[src/design/mpw_pkg.sv]
// Shared types, constants and lookup functions for the mecanum polar H-bridge PWM block.
// Used by the CORDIC cell, the result slot cell and the top level; no dependencies.
package mpw_pkg;

  // Sizes
  localparam int CORDIC_STAGES = 16;   // rotation cells per sine lane, 12..20
  localparam int MOTORS        = 4;
  localparam int STG_W         = 5;    // bits of a cell's stage number (table has 20 rows)
  localparam int X_W           = 34;   // CORDIC x/y, Q2.30 with headroom
  localparam int Z_W           = 33;   // CORDIC angle residual, 2^32 units per turn

  // Fixed values
  localparam logic signed [X_W-1:0] CORDIC_X0 = 34'sd652032874;  // 1/gain in Q2.30
  localparam logic [14:0] FULL_Q8   = 15'd25600;                 // 100 percent in Q8
  localparam logic [15:0] PWM_RESET = 16'd999;
  localparam logic [23:0] RECIP_100 = 24'd10737419;              // ceil(2^30 / 100)

  // Command codes
  typedef enum logic [1:0] {
    OP_POLAR     = 2'd0,
    OP_SET_ONE   = 2'd1,
    OP_SET_ALL   = 2'd2,
    OP_BRAKE_ALL = 2'd3
  } op_t;

  // H-bridge drive codes
  typedef enum logic [1:0] {
    DIR_STOP  = 2'd0,
    DIR_FWD   = 2'd1,
    DIR_BWD   = 2'd2,
    DIR_BRAKE = 2'd3
  } dir_t;

  // One CORDIC lane as it moves from cell to cell
  typedef struct packed {
    logic signed [X_W-1:0] x;
    logic signed [X_W-1:0] y;
    logic signed [Z_W-1:0] z;
  } lane_t;

  // One motor result waiting for its compare values
  typedef struct packed {
    logic        valid;
    logic        last;
    logic [1:0]  motor;
    dir_t        dir;
    logic [14:0] mag;
  } slot_t;

  // Arctangent of 2^-i in units of 2^-32 turn
  function automatic logic signed [Z_W-1:0] cordic_atan(input logic [STG_W-1:0] i);
    logic signed [Z_W-1:0] a;
    case (i)
      5'd0:    a = 33'sd536870912;
      5'd1:    a = 33'sd316933406;
      5'd2:    a = 33'sd167458907;
      5'd3:    a = 33'sd85004756;
      5'd4:    a = 33'sd42667331;
      5'd5:    a = 33'sd21354465;
      5'd6:    a = 33'sd10679838;
      5'd7:    a = 33'sd5340245;
      5'd8:    a = 33'sd2670163;
      5'd9:    a = 33'sd1335087;
      5'd10:   a = 33'sd667544;
      5'd11:   a = 33'sd333772;
      5'd12:   a = 33'sd166886;
      5'd13:   a = 33'sd83443;
      5'd14:   a = 33'sd41722;
      5'd15:   a = 33'sd20861;
      5'd16:   a = 33'sd10430;
      5'd17:   a = 33'sd5215;
      5'd18:   a = 33'sd2608;
      5'd19:   a = 33'sd1304;
      default: a = '0;
    endcase
    return a;
  endfunction

endpackage

[src/design/mpw_slot_cell.sv]
// One slot of the result queue: loads from the command stage or takes its upper neighbor.
// Depends on mpw_pkg for the slot type.
module mpw_slot_cell (
  input  logic            clk,
  input  logic            rst_n,
  input  logic            load,
  input  logic            shift,
  input  mpw_pkg::slot_t  load_d,
  input  mpw_pkg::slot_t  nb_d,
  output mpw_pkg::slot_t  slot_d
);
  import mpw_pkg::*;

  slot_t slot_r;
  slot_t slot_nxt;

  // Load a fresh command, else advance toward the output
  always_comb begin
    slot_nxt = slot_r;
    if (load) begin
      slot_nxt = load_d;
    end else if (shift) begin
      slot_nxt = nb_d;
    end
  end

  always_ff @(posedge clk) begin
    if (!rst_n) begin
      slot_r <= '0;
    end else begin
      slot_r <= slot_nxt;
    end
  end

  assign slot_d = slot_r;

endmodule

[config.mk]
export PLATFORM = sky130hd
export DESIGN_NAME = mpw_slot_cell
export DESIGN_NICKNAME = d
export VERILOG_FILES = /design/src/design/mpw_pkg.sv /design/src/design/mpw_slot_cell.sv
export SDC_FILE = /design/constraint.sdc
export NUM_CORES = 1
export LEC_CHECK = 0
export BUFFER_PORTS_ARGS = -buffer_cell sky130_fd_sc_hd__buf_4
export CORE_MARGIN = 1
export CORE_UTILIZATION = 38
export CTS_CLUSTER_SIZE = 14
export DETAILED_ROUTE_END_ITERATION = 6
export GPL_TIMING_DRIVEN = 0
export PLACE_DENSITY = 0.82
export SYNTH_ARGS = -nofsm -noshare
export SYNTH_HDL_FRONTEND = slang
export SYNTH_SLANG_ARGS = --single-unit
[constraint.sdc]
create_clock -name clk -period 0.8 [get_ports clk]
set_input_delay 0.08 -clock clk [delete_from_list [all_inputs] [get_ports clk]]
set_output_delay 0.08 -clock clk [all_outputs]
set_load 0.01 [all_outputs]
Word-level counts from Yosys, hierarchy flattened
Index checks and enable logic that the tools add are counted.
{"block": "word_totals", "input_bits": 46, "register_bits": 21, "word_cells": 8}
{"block": "classes", "n_reduce_logical": 1, "n_mux": 2}
{"op": "21-bit 2-to-1 mux", "count": 2}
{"op": "2-bit nonzero test", "count": 1}

Logic depth before layout (Yosys ltp)
{"block": "depth", "depth_word": 2, "depth_mapped": 3}

Least setup slack after synthesis
No wires, ideal clock.
{"block": "synth_path", "path_type": "reg-to-reg", "from": "register slot_d[0] (netlist name)", "to": "register slot_r (netlist bit slot_d[0])", "required_ps": 684, "t_arrival_ps": 768, "path_stages_with_launch": 3, "setup_ps": 116, "setup_slack_ps": -84, "period_less_slack_ps": 884, "path_buffers": 0, "path_cell_list": "dfxtp_1 -> mux2_4 -> o211a_1"}
{"element": "to (signal assigned)", "line": "mpw_slot_cell.sv:31", "text": "slot_r <= slot_nxt;"}
{"element": "to (decl)", "line": "mpw_slot_cell.sv:14", "text": "slot_t slot_r;"}

==> flow_metrics.py <==
metrics = {
    "status": {
        "status": "finished with violations",
        "violations": "setup timing",
    },
    "drt": {
        "route.vias.total": 978,
        "drc": 0,
        "wl_per_cell_um": 14.73,
        "avgViaCountPerCell": 5.067,
        "ant_nets": 0,
        "routed_wirelength_um": 2843,
        "drt_pass1_iterations": 3,
        "drt_iter0_drc": 23,
    },
    "cts": {
        "cts_resized": 18,
        "cts_sinks": 21,
        "cts.clk_slew.worst_paths_ps": 110,
        "numCtsBuffers": 3,
        "cts_tree": "yes",
        "clock_latency_ps": 300,
        "cts.hold.buffers_added": 0,
        "cts_max_level": 1,
        "post_cts_buffers": 0,
        "clockBufferDepth": 2,
        "cts_root_buf": "clkbuf_4",
    },
    "worst_setup_path": {
        "critPathMaxFanout": 2,
        "critPathCaptureType": "flip-flop",
        "crit_type": "flip-flop to flip-flop",
        "cp_data_arrival_time_ps": 1110,
        "crit_chain": "mux2_4, o211a_1",
        "cp_slowest_cell": "dfxtp_2",
        "start_kind": "flip-flop",
        "cp_slowest_stage_delay_ps": 350,
        "ff2ff_setup_slack_ps": -120,
        "cp.required_ps": 1000,
    },
    "logic_synthesis": {
        "syn_area_sq_um": 1135,
        "synth_top_area_frac": 0.3705,
        "yosysWarnings": 0,
        "ys_seq_area_frac": 0.3705,
        "ys_ff_latch": 21,
        "synth_cell_types": 9,
        "synthSimpleGateAreaFrac": 0.1268,
        "yosys.area.top_type": "dfxtp_1",
        "synth_top_family_by_area": "multiplexers",
        "synth_fa_ha_area_frac": 0,
        "syn_avg_cell_area_sq_um": 12.34,
        "synthMuxAreaShare": 0.2745,
        "synthCells": 92,
        "ys_top_cells_by_area": "dfxtp_1 37%, mux2_4 26%, o211a_1 19%",
        "syn_nets": 138,
        "synth_compound_area_frac": 0.1852,
        "synth-xor-area-share": 0,
    },
    "cells_and_area": {
        "multi_input_area_sq_um": 665.6,
        "regArea_sq_um": 446.7,
        "drive_gt1_frac": 0.7160,
        "areaGrowthSynthToFinish_pct": 58.32,
        "diodes": 0,
        "nFillCells": 227,
        "fin_nets": 209,
        "largest_reg_flops": 21,
    },
    "global_route": {
        "grt_pass1_wl_um": 4671,
        "grt_usage": 0.1852,
        "antenna_found_initial": 0,
        "overflow": 0,
        "grt_pass1_vias": 989,
        "grt_max_degree": 12,
    },
    "die": {
        "initial_utilization": 0.4080,
        "die-area_sq_um": 3209,
        "io_pins": 67,
        "die_h_um": 56.65,
        "placementRows": 19,
        "core_sq_um": 2781,
        "die_w_um": 56.65,
    },
    "sta": {
        "setup_ws_ps": -115.7,
        "rsz0062_at_grt": "true",
        "max_slew_margin": 0.6929,
        "final-max-slew-violation-count": 0,
        "setup_violations": 42,
        "fin_skew_ps": 0,
        "tightest_slew_ps": 460.6,
        "fin_crit_sh": 1.145,
        "fmax_mhz": 1092,
        "min_period_ps": 915.7,
        "hold_viol": 0,
        "fin_setup_tns_ps": -2795,
    },
    "power_and_ir_drop": {
        "vdd_drop_max_mv": 0.9363,
        "p_leak_nw": 1.016,
        "power_density_nw_per_um2": 1365,
    },
    "placed_design": {
        "gp_congestion": 0.7658,
        "dp_slack_ps": -267.9,
        "place.port_buffers": 66,
        "hpwlAfterDp_um": 2130,
    },
    "worst_hold_path": {
        "hold_path.class": "input port to flip-flop",
    },
    "flow_run": {
        "maxCapViolCount": 0,
    },
}
==> through the flow <==
step	hold slack (ps)	cells	total power, mW	instance area, sq um	utilization
global placement	321.8	189	1.886	1695	0.6095
detailed placement	337.9	189	1.912	1695	0.6095
floorplan	206.0	92	1.567	1161	-
CTS	12.75	193	2.487	1789	0.6433
finish	24.12	193	2.453	1797	0.6460
global route	4.586	193	2.597	1797	0.6460
==> critical path: cells and delay by family, from the launching register on <==
kind | cells | cell delay [ps]
compound gates | 1 | 210
mux | 1 | 260
flops | 1 | 350
==> cells in the final DEF (no fill, tap or decap), drive strengths merged <==
| master | n |
|---|---|
| buf | 71 |
| o211a | 21 |
| nand2b | 11 |
| mux2 | 21 |
| dfxtp | 21 |
| clkbuf | 7 |
| or2b | 10 |
==> final cells by class <==
type / count / area share
multi-input combinational: 63 / 0.3705
timing repair buffer: 66 / 0.3175
sequential: 21 / 0.2486
buffer: 8 / 0.02716
tap: 31 / 0.02159
clock buffer: 4 / 0.01462
==> per-layer routing <==
layer  vias to the layer above  GRT usage  part of all wire  routed length (um)
met1                       457     0.2168              0.40                1134
li1                        473          -                 -                   -
met2                        48     0.3193              0.51                1439
met5                         -          0                 0                   0
met3                         0    0.06221             0.095                 269
met4                         0    0.05226                 0                   0
==> power by group <==
part	switching (mW)	internal, mW	total (mW)
registers	0.0579	1.14	1.20
clock network	0.314	0.194	0.508
logic	0.237	0.508	0.745
==> cells by family after synthesis <==
group           count (synthesis)
mux                            21
simple gates                   21
flops                          21
compound gates                 21
buf+inv                         8
==> cells in the mapped netlist <==
| cell | count |
|---|---|
| buf_6 | 2 |
| or2b_1 | 10 |
| dfxtp_1 | 21 |
| nand2b_1 | 11 |
| mux2_2 | 1 |
| mux2_4 | 20 |
| o211a_1 | 21 |
| buf_2 | 3 |
| clkbuf_1 | 3 |
==> worst paths after layout <==
check	cells past startpoint	startpoint	endpoint
min reg2reg	2	slot_d[16]$_SDFFE_PN0P_	slot_d[16]$_SDFFE_PN0P_
max	2	slot_d[20]$_SDFFE_PN0P_	slot_d[20]$_SDFFE_PN0P_
max reg2reg	2	slot_d[20]$_SDFFE_PN0P_	slot_d[20]$_SDFFE_PN0P_
min	2	rst_n	slot_d[15]$_SDFFE_PN0P_
Note: power is estimated with default switching activity, not from simulation.
