===== config.mk =====
export PLATFORM = sky130hd
export DESIGN_NAME = mpw_cordic_cell
export DESIGN_NICKNAME = d
export VERILOG_FILES = /design/src/design/mpw_pkg.sv /design/src/design/mpw_cordic_cell.sv
export SDC_FILE = /design/constraint.sdc
export NUM_CORES = 1
export LEC_CHECK = 0
export ABC_AREA = 1
export BUFFER_PORTS_ARGS = -buffer_cell sky130_fd_sc_hd__clkbuf_2
export CORE_ASPECT_RATIO = 0.9
export CORE_UTILIZATION = 65
export CTS_CLUSTER_DIAMETER = 200
export DETAILED_ROUTE_END_ITERATION = 6
export PLACE_DENSITY = 0.86
export RECOVER_POWER = 25
export SLEW_MARGIN = 15
export SYNTH_ARGS = -nofsm -noshare
export SYNTH_HDL_FRONTEND = slang
export SYNTH_SLANG_ARGS = --single-unit
export TNS_END_PERCENT = 5

===== constraint.sdc =====
create_clock -name clk -period 12.2 [get_ports clk]
set_input_delay 1.22 -clock clk [delete_from_list [all_inputs] [get_ports clk]]
set_output_delay 1.22 -clock clk [all_outputs]
set_load 0.02 [all_outputs]

===== src/design/mpw_pkg.sv =====
// Shared types, constants and lookup functions for the mecanum polar H-bridge PWM block.
// Used by the CORDIC cell, the result slot cell and the top level; no dependencies.
package mpw_pkg;

  // Sizes
  localparam int CORDIC_STAGES = 16;   // rotation cells per sine lane, 12..20
  localparam int MOTORS        = 4;
  localparam int STG_W         = 5;    // bits of a cell's stage number (table has 20 rows)
  localparam int X_W           = 34;   // CORDIC x/y, Q2.30 with headroom
  localparam int Z_W           = 33;   // CORDIC angle residual, 2^32 units per turn

  // Fixed values
  localparam logic signed [X_W-1:0] CORDIC_X0 = 34'sd652032874;  // 1/gain in Q2.30
  localparam logic [14:0] FULL_Q8   = 15'd25600;                 // 100 percent in Q8
  localparam logic [15:0] PWM_RESET = 16'd999;
  localparam logic [23:0] RECIP_100 = 24'd10737419;              // ceil(2^30 / 100)

  // Command codes
  typedef enum logic [1:0] {
    OP_POLAR     = 2'd0,
    OP_SET_ONE   = 2'd1,
    OP_SET_ALL   = 2'd2,
    OP_BRAKE_ALL = 2'd3
  } op_t;

  // H-bridge drive codes
  typedef enum logic [1:0] {
    DIR_STOP  = 2'd0,
    DIR_FWD   = 2'd1,
    DIR_BWD   = 2'd2,
    DIR_BRAKE = 2'd3
  } dir_t;

  // One CORDIC lane as it moves from cell to cell
  typedef struct packed {
    logic signed [X_W-1:0] x;
    logic signed [X_W-1:0] y;
    logic signed [Z_W-1:0] z;
  } lane_t;

  // One motor result waiting for its compare values
  typedef struct packed {
    logic        valid;
    logic        last;
    logic [1:0]  motor;
    dir_t        dir;
    logic [14:0] mag;
  } slot_t;

  // Arctangent of 2^-i in units of 2^-32 turn
  function automatic logic signed [Z_W-1:0] cordic_atan(input logic [STG_W-1:0] i);
    logic signed [Z_W-1:0] a;
    case (i)
      5'd0:    a = 33'sd536870912;
      5'd1:    a = 33'sd316933406;
      5'd2:    a = 33'sd167458907;
      5'd3:    a = 33'sd85004756;
      5'd4:    a = 33'sd42667331;
      5'd5:    a = 33'sd21354465;
      5'd6:    a = 33'sd10679838;
      5'd7:    a = 33'sd5340245;
      5'd8:    a = 33'sd2670163;
      5'd9:    a = 33'sd1335087;
      5'd10:   a = 33'sd667544;
      5'd11:   a = 33'sd333772;
      5'd12:   a = 33'sd166886;
      5'd13:   a = 33'sd83443;
      5'd14:   a = 33'sd41722;
      5'd15:   a = 33'sd20861;
      5'd16:   a = 33'sd10430;
      5'd17:   a = 33'sd5215;
      5'd18:   a = 33'sd2608;
      5'd19:   a = 33'sd1304;
      default: a = '0;
    endcase
    return a;
  endfunction

endpackage


===== src/design/mpw_cordic_cell.sv =====
// One rotation-mode CORDIC cell: a single micro-rotation, registered.
// Depends on mpw_pkg for the lane type and the arctangent table.
module mpw_cordic_cell (
  input  logic                      clk,
  input  logic                      en,
  input  logic [mpw_pkg::STG_W-1:0] stage,
  input  mpw_pkg::lane_t            lane_i,
  output mpw_pkg::lane_t            lane_o
);
  import mpw_pkg::*;

  lane_t                 lane_r;
  lane_t                 lane_nxt;
  logic signed [X_W-1:0] xi;
  logic signed [X_W-1:0] yi;
  logic signed [X_W-1:0] xs;
  logic signed [X_W-1:0] ys;
  logic signed [Z_W-1:0] zi;
  logic signed [Z_W-1:0] at;

  // Rotate toward zero residual angle
  always_comb begin
    xi = lane_i.x;
    yi = lane_i.y;
    zi = lane_i.z;
    xs = xi >>> stage;
    ys = yi >>> stage;
    at = cordic_atan(stage);
    if (!zi[Z_W-1]) begin
      lane_nxt.x = xi - ys;
      lane_nxt.y = yi + xs;
      lane_nxt.z = zi - at;
    end else begin
      lane_nxt.x = xi + ys;
      lane_nxt.y = yi - xs;
      lane_nxt.z = zi + at;
    end
  end

  // Hand the lane to the next cell
  always_ff @(posedge clk) begin
    if (en) begin
      lane_r <= lane_nxt;
    end
  end

  assign lane_o = lane_r;

endmodule


; Word level (Yosys, flattened, before mapping)
; Memory sizes are Yosys's and may differ from the RTL's.
; Cells that the tools add are included.
; Widths: inputs -> output; s select.
[totals]
ff_bits = 101
romBits = 960
input_bits = 108
output_inout_bits = 101
elab_cells = 13
mem_count = 1
[op_classes]
addsub = 6
shift = 2
muxes = 1
[memory_table]
columns = name, words, width, rd, rd_clocked_by_memory_dff, write_ports, line_no
row1 = (no name shown), 32, 30, 1, 0, 0, mpw_pkg.sv:53  ; case (i)
[op_table]
columns = operator, n
row1 = $mux 101, 1
row2 = $add 34x34->34, 2
row3 = $sshr 34x5->34, 2
row4 = $sub 34x34->34, 2
row5 = $add 33x33->33, 1
row6 = $sub 33x33->33, 1

; Longest topological paths before layout
; Gate-level depths: netlist (run 1).
[depth]
ltp_word = 3
ltp_mapped = 33
ltp_nobuf = 32

; Worst setup path before layout (run 1)
; OpenSTA, ideal clock, no wires.
[synth_path]
kind = input-to-reg
startpoint = in stage[1] (netlist bit)
endpoint = reg lane_r (netlist bit lane_o[23]), data pin
setup_time_ns = 0.265
arrival_time_ns = 4.893
required_time_ns = 11.935
setup_slack_ns = 7.041
path_stages = 30
n_path_buf = 2
path_cell_list = buf_6 -> inv_4 -> buf_4 -> ha_1 -> or2_1 -> nor2_1 -> nor2_1 -> clkinv_1 -> nand2_1 -> inv_1 -> ha_1 -> nand2_1 -> nor2_1 -> nand3_1 -> nor2_1 -> nand2_1 -> nand2_1 -> xor2_1 -> inv_1 -> ha_1 -> a21oi_1 -> inv_1 -> a31oi_1 -> a21boi_0 -> inv_1 -> nand2_1 -> nand2_1 -> a21boi_0 -> o21ai_0 -> xor2_1
[synth_rtl]
columns = element, line_no
row1 = start: declaration, mpw_cordic_cell.sv:6  ; input logic [mpw_pkg::STG_W-1:0] stage,
row2 = end signal: assignment, mpw_cordic_cell.sv:43  ; lane_r <= lane_nxt;
row3 = end: declaration, mpw_cordic_cell.sv:12  ; lane_t lane_r;

==> results.ini, run 1 <==
[worst_hold_path]
min_path_type = input pin to register
holdPathEnd = lane_o[0]
whs_path_depth = 2
min-delay-start = lane_i[0]

[logic_synthesis]
yosys.area_share.adder_pct = 9.06
syn_inst = 2461
yosysSeqAreaShare_pct = 19.6
syn-mean-instance-area_sq_um = 6.27
yosys.area_share.xor_xnor_pct = 9.52
synth-edff-count = 101
synthSimpleGateAreaFrac_pct = 40.4
ys_ff_latch = 101
ys_warn_count = 0
synthMuxAreaShare_pct = 0
synth_compound_area_share_pct = 11.7
ys.flop_type = edfxtp_1
synth_cell_type_count = 55
netlist_area_sq_mm = 0.0154
synth_fp_nets = 2679
synth_top_family_by_area = simple AND/OR/NAND/NOR gates
synthArstFlopShare_pct = 0

[run_status]
violations = design-rule violations, max-capacitance violations, max-slew violations
status = complete, but fails checks

[routing]
dr_wl_met2_um = 22800
wl_um = 51600
vias = 18082
drtAntennaViolNets = 0
wl_met1_um = 20600
wl_met3_um = 6050
drtIter0Drc = 2282
via_per_inst = 6.21
wl_per_cell_um = 17.7
drtPass1Iterations = 7
remaining_drc_errors = 15
maxUsedRoutingLayer = met4

[power_and_ir_drop]
power.leakage_nw = 8.51
p_total_mw = 2.01
peakVddDrop_mv = 0.113
power_density_mw_per_mm2 = 121

[timing]
finalCriticalPeriod_ns = 6.96
grt_setup_unrepaired = false
hold_viol = 0
worstMarginPinSlew_ns = 2.79
setup_viol = 0
final_max_slew_viol_count = 46
relSlewSlack_pct = -86.0
fin_crit_sh_pct = 57.1
max_freq_mhz = 144
setup-tns-final_ns = 0

[clock_network]
clk_pin_slew_worst_paths_ns = 0.08
post_cts_resize_count = 0
ctsHtreeMaxLevel = 3
ctsHoldBuffers = 0
cts_tree = done
numCtsBuffers = 9
clockRootBuffer = clkbuf_16
clock_sinks = 101
postCtsSetupBuffers = 0
cts_buffer_depth = 2

[final_layout]
drive_gt1_share_pct = 10.2
final_common_cell = nand2_1
final_net_count = 2824
layout.cells.non_filler = 2913
diodes = 0
synthToLayoutAreaGrowth_pct = 7.54
fill_cells = 2128
largest_reg_flops = 101
final_cell_mix = nand2_1, nand3_1, inv_1, nor2_1, clkbuf_2

[floorplanning]
die-area_sq_mm = 0.0244
rows = 53
core_area_sq_mm = 0.0233
die-width_um = 164
pin_count = 209
start_util_pct = 66.2
die_y_um = 148

[place]
place_hpwl_um = 41300
placed_cells_incl_taps = 2897
place_congestion = 1.03
port-buffer-count = 208

[grt]
antenna_found_initial = 0
grt_pass1_wl_um = 79700
grt_pass1_vias = 16123
grt_usage_pct = 41.1
grt-ovfl-total = 0
grt_start_max_net_pins = 78

[critical_path]
crit_path_max_fanout = 63
startpoint = stage[4]
cp-start-kind = input pin
critPathCaptureType = register
arrival_ns = 7.07
worstSetupPathType = input pin to register
required_ns = 12.31

[job]
drv_cap = 1

## worst max path at each step
stage,end,depth (start not counted)
2_1_floorplan,lane_o[23],30
3_3_place_gp,lane_o[91],25
3_5_place_dp,lane_o[23],30
4_1_cts,lane_o[23],30
5_1_grt,lane_o[91],25
6_report,lane_o[91],25
## area by class of cell
class / instances / area, sq um / area share, %
Multi-Input combinational cell: 2031 / 10900 / 65.7
Sequential cell: 101 / 3030 / 18.3
Timing Repair Buffer: 216 / 1060 / 6.39
Inverter: 247 / 935 / 5.63
Tap cell: 302 / 378 / 2.28
Clock buffer: 10 / 229 / 1.38
Clock inverter: 6 / 52.6 / 0.316
## cells by family (layout without fill, tap and decap cells)
kind of cell             count (synthesis)  count (layout)
AO/OA/AOI/OAI                          315             315
adder cells (fa/ha/maj)                110             110
flip-flops                             101             101
XOR/XNOR                               167             167
buffers and inverters                  329             479
AND/OR/NAND/NOR                       1439            1439
## worst max-delay path: stages
cell      delay, ns
clkbuf_2       0.08
buf_4          0.29
inv_2          0.92
nand2_1        0.36
inv_2          0.43
nand2_1        0.11
nand2_1        0.07
inv_1          0.04
o21ai_1        0.17
inv_1          0.12
ha_1           0.28
nand2_1        0.08
o21ai_0        0.20
fa_1           0.50
nand3_1        0.10
nand2_1        0.10
a21oi_1        0.20
o21ai_0        0.19
a21boi_0       0.65
inv_1          0.09
nand2_1        0.08
nand2_1        0.09
a21boi_0       0.32
o21ai_0        0.16
xor2_1         0.17
## metal layers
layer | up-vias | track usage [%]
met2 | 1293 | 64.5
met3 | 202 | 7.03
met4 | 0 | 17.3
met1 | 8111 | 55.5
met5 | - | 0
li1 | 8476 | -
## report_power, final
part / internal [mW] / switching, mW
clock: 0.142 / 0.153
combinational: 0.374 / 0.790
sequential: 0.521 / 0.0269
## cells in the mapped netlist, types with 4 or more instances
master,number,area [sq um]
a21oi_1,127,636
edfxtp_1,101,3030
o21ai_2,5,43.8
a31oi_1,24,150
nand4_1,27,169
clkbuf_1,7,26.3
nor2_2,11,68.8
xor2_1,123,1080
a21oi_2,5,43.8
nand3_2,8,80.1
inv_1,231,867
buf_2,26,130
o211ai_1,7,52.6
inv_2,10,37.5
nor2_4,4,45.0
nand2_1,779,2920
ha_1,107,1340
nor4_1,4,25.0
buf_6,22,248
o21ai_0,84,420
nand2_2,7,43.8
xnor2_1,43,377
buf_4,9,67.6
nand3_1,365,1830
nor3_1,17,85.1
nand3b_1,7,52.6
nor3_2,4,40.0
o21a_1,16,120
o2111ai_1,4,35.0
a21o_1,8,60.1
o21ai_1,13,65.1
a21boi_0,7,52.6
nor2_1,192,721
buf_1,17,63.8
## through the flow
stage	hold slack, ns	util [%]	setup slack, ns	cell area (sq um)
2_1_floorplan	1.33	-	7.04	15400
3_3_place_gp	1.52	70.1	5.25	16400
3_5_place_dp	1.53	70.1	5.10	16400
4_1_cts	1.15	71.3	5.47	16600
5_1_grt	1.15	71.1	4.76	16600
6_report	1.14	71.1	5.24	16600
(Power assumes the default switching activity.)
==> run 2: changes to the inputs <==
- ABC_AREA: 1 -> 0
- CORE_UTILIZATION: 65 -> 60
- PLACE_DENSITY: 0.86 -> 0.8
- clock period: 12.2 -> 6.9 ns (I/O delays scaled with it)
==> run 2 against run 1 <==
  * The flow finishes with violations (max-capacitance violations, max-slew violations)
  * Area after synthesis decreased by 1.9%
  * Global-route usage decreased by 0.15 points
  * Final cell count decreased by 23%
  * Synthesized cell count decreased by 32%
  * Critical path depth decreased by 1
  * Power increased by 82%
  * Wire length increased by 3.8%
  * Clock power increased by 79%
  * Flip-flop and latch count unchanged
  * Via count decreased by 15%
  * Cell area increased by 2.9%
  * Count of clock-buffer cells in the layout decreased by 1
  * Critical path type unchanged
  * Largest power group unchanged
==> results.ini, run 2 <==
[final_layout]
synthToLayoutAreaGrowth_pct = 12.8
final_net_count = 2115  ; -25%
fill_cells = 1978  ; -7.0%
largest_reg_flops = 101  ; unchanged
diodes = 0  ; unchanged
design_area_sq_mm = 0.0171  ; +2.9%
final_cell_mix = clkbuf_2, a21oi_1, nor2_1, nand2_1, xnor2_1
drive_gt1_share_pct = 21.8  ; +12 points
final_common_cell = clkbuf_2

[timing]
finalCriticalPeriod_ns = 6.38
setup-tns-final_ns = 0  ; unchanged
setup_viol = 0  ; unchanged
final_max_slew_viol_count = 41  ; -11%
layout_setup_ws_ns = 0.520  ; -4.72 ns
hold_viol = 0  ; unchanged
relSlewSlack_pct = -57.7  ; +28 points
grt_setup_unrepaired = false
worstMarginPinSlew_ns = 2.37  ; -0.424 ns
max_freq_mhz = 157
fin_crit_sh_pct = 92.5

[grt]
antenna_found_initial = 1  ; +1
grt_pass1_vias = 14475  ; -10%
grt_pass1_wl_um = 81900  ; +2.8%
grt_usage_pct = 40.9  ; -0.15 points
grt_start_max_net_pins = 63  ; -19%
grt-ovfl-total = 0  ; unchanged

[routing]
wl_um = 53600  ; +3.8%
drtAntennaViolNets = 0  ; unchanged
drtIter0Drc = 2263  ; -0.83%
via_per_inst = 6.84  ; +10%
remaining_drc_errors = 0  ; -15
vias = 15319  ; -15%
drtPass1Iterations = 6  ; -1
wl_per_cell_um = 23.9  ; +35%

[run_status]
violations = max-capacitance violations, max-slew violations
status = complete, but fails checks

[logic_synthesis]
ys_top_cells_by_area = edfxtp_1, mux4_2, ha_1, xnor2_1, a21oi_1
syn-mean-instance-area_sq_um = 9.02  ; +44%
synth-edff-count = 101  ; unchanged
synth_top_cells_by_count = a21oi_1, nor2_1, nand2_1
ys_ff_latch = 101  ; unchanged
synth_largest_area_cell = edfxtp_1
synth_cell_type_count = 90  ; +64%
synth_top_area_share_pct = 20.0  ; +0.39 points
synth_fp_nets = 1897  ; -29%
ys_warn_count = 0  ; unchanged
syn_inst = 1679  ; -32%
synthArstFlopShare_pct = 0  ; unchanged
netlist_area_sq_mm = 0.0151  ; -1.9%
synth_most_common_cell = a21oi_1
ys.flop_type = edfxtp_1
yosysSeqAreaShare_pct = 20.0  ; +0.39 points

[power_and_ir_drop]
peakVddDrop_mv = 0.180  ; +59%
comb_power_share_pct = 59.2  ; +1.2 points
power_frac_seq_pct = 26.3  ; -1.0 points
power.internal_mw = 2.03  ; +96%
switching_share_pct = 44.4  ; -4.0 points
clkPwrFrac_pct = 14.5  ; -0.2 points
power_density_mw_per_mm2 = 214  ; +77%
power.leakage_nw = 7.24  ; -15%
p_sw_mw = 1.62  ; +67%

[clock_network]
numCtsBuffers = 9  ; unchanged
cts_tree = done
postCtsSetupBuffers = 0  ; unchanged
clockRootBuffer = clkbuf_16
post_cts_resize_count = 0  ; unchanged
ctsHoldBuffers = 0  ; unchanged
clk_pin_slew_worst_paths_ns = 0.08  ; about the same
cts_buffer_depth = 2  ; unchanged
ctsHtreeMaxLevel = 3  ; unchanged
clock_sinks = 101  ; unchanged

[critical_path]
cp-start-kind = input pin
worstSetupPathType = input pin to register
required_ns = 7.00  ; -5.31 ns
critPathCaptureType = register
arrival_ns = 6.48  ; -0.59 ns
crit_path_max_fanout = 30  ; -52%

[place]
place_area_sq_mm = 0.0168  ; +2.9%
port-buffer-count = 208  ; unchanged
place_congestion = 1.05  ; +2.0%
place_hpwl_um = 41600  ; +0.73%
post-place-ws_ns = 0.262  ; -4.84 ns

[floorplanning]
die-width_um = 169  ; +3.0%
core_area_sq_mm = 0.0245  ; +5.1%
start_util_pct = 61.7  ; -4.4 points
die-area_sq_mm = 0.0259  ; +6.2%
pin_count = 209  ; unchanged
rows = 54  ; +1.9%
die_y_um = 153  ; +3.0%

[worst_hold_path]
min_path_type = input pin to register

[job]
drv_cap = 1  ; unchanged

-- run 2: final cells by class --
class | count | area, sq um | share of cell area [%]
Timing Repair Buffer | 299 | 1750 | 10.2
Inverter | 44 | 165 | 0.967
Multi-Input combinational cell | 1442 | 11400 | 66.9
Clock inverter | 7 | 57.6 | 0.337
Tap cell | 336 | 420 | 2.46
Sequential cell | 101 | 3030 | 17.8
Clock buffer | 9 | 225 | 1.32
-- run 2: worst max-delay path, cell delays in order --
cell      delay (ns)
clkbuf_2        0.39
buf_4           0.39
nand2_1         0.09
buf_4           0.25
a21oi_1         0.10
nor3_1          0.37
ha_1            0.26
nand2_1         0.06
nor2_1          0.16
nand4_1         0.16
o21ai_0         0.47
xor2_1          0.21
ha_1            0.31
a21o_1          0.18
a21o_1          0.17
a32o_1          0.19
a211o_1         0.25
a31oi_1         0.33
o21ai_0         0.26
a41oi_1         0.41
nor3_1          0.11
or3_1           0.35
a21oi_1         0.17
xnor2_1         0.10
-- run 2: power by group through the flow --
stage                     clock network [mW]  registers [mW]  logic [mW]
final                                  0.530           0.962        2.16
after detailed placement                   0           0.976        2.12
after CTS                              0.539           0.963        2.14
after floorplan                            0            1.20        1.26
after global routing                   0.550           0.981        2.33
after global placement                     0           0.971        2.08
-- run 2: layer usage --
layer	part of all wire (%)	up-vias	global-route usage, %	routed length [um]
li1	-	6865	-	-
met1	39	7224	55.7	21100
met2	43	1076	62.4	23200
met3	14	154	11.6	7270
met4	3.7	0	13.8	2010
met5	0	-	0	0
-- run 2: path summary, 6_finish.rpt --
check	startpoint	end	slack (ns)	depth (start not counted)
worst max-delay path	stage[3]	lane_o[29]	0.52	24
worst min-delay path	lane_i[0]	lane_o[0]	0.66	2
-- run 2: cell families after synthesis --
logic type | Yosys count | share of synthesized area [%]
muxes | 171 | 19.5
and+or+nand+nor | 488 | 15.3
buffers and inverters | 136 | 4.48
xor gates and xnor gates | 173 | 10.0
DFF | 101 | 20.0
adders and majority gates | 110 | 9.24
AOI/OAI and AO/OA | 500 | 21.4
-- run 2: stage by stage --
stage	std cells	utilization (%)	total power, mW	hold WS (ns)
after floorplan	1679	-	2.46	0.802
after global placement	2222	68.7	3.05	1.02
after detailed placement	2222	68.7	3.10	1.03
after CTS	2238	69.9	3.64	0.656
after global routing	2238	69.7	3.86	0.659
final	2238	69.7	3.66	0.657
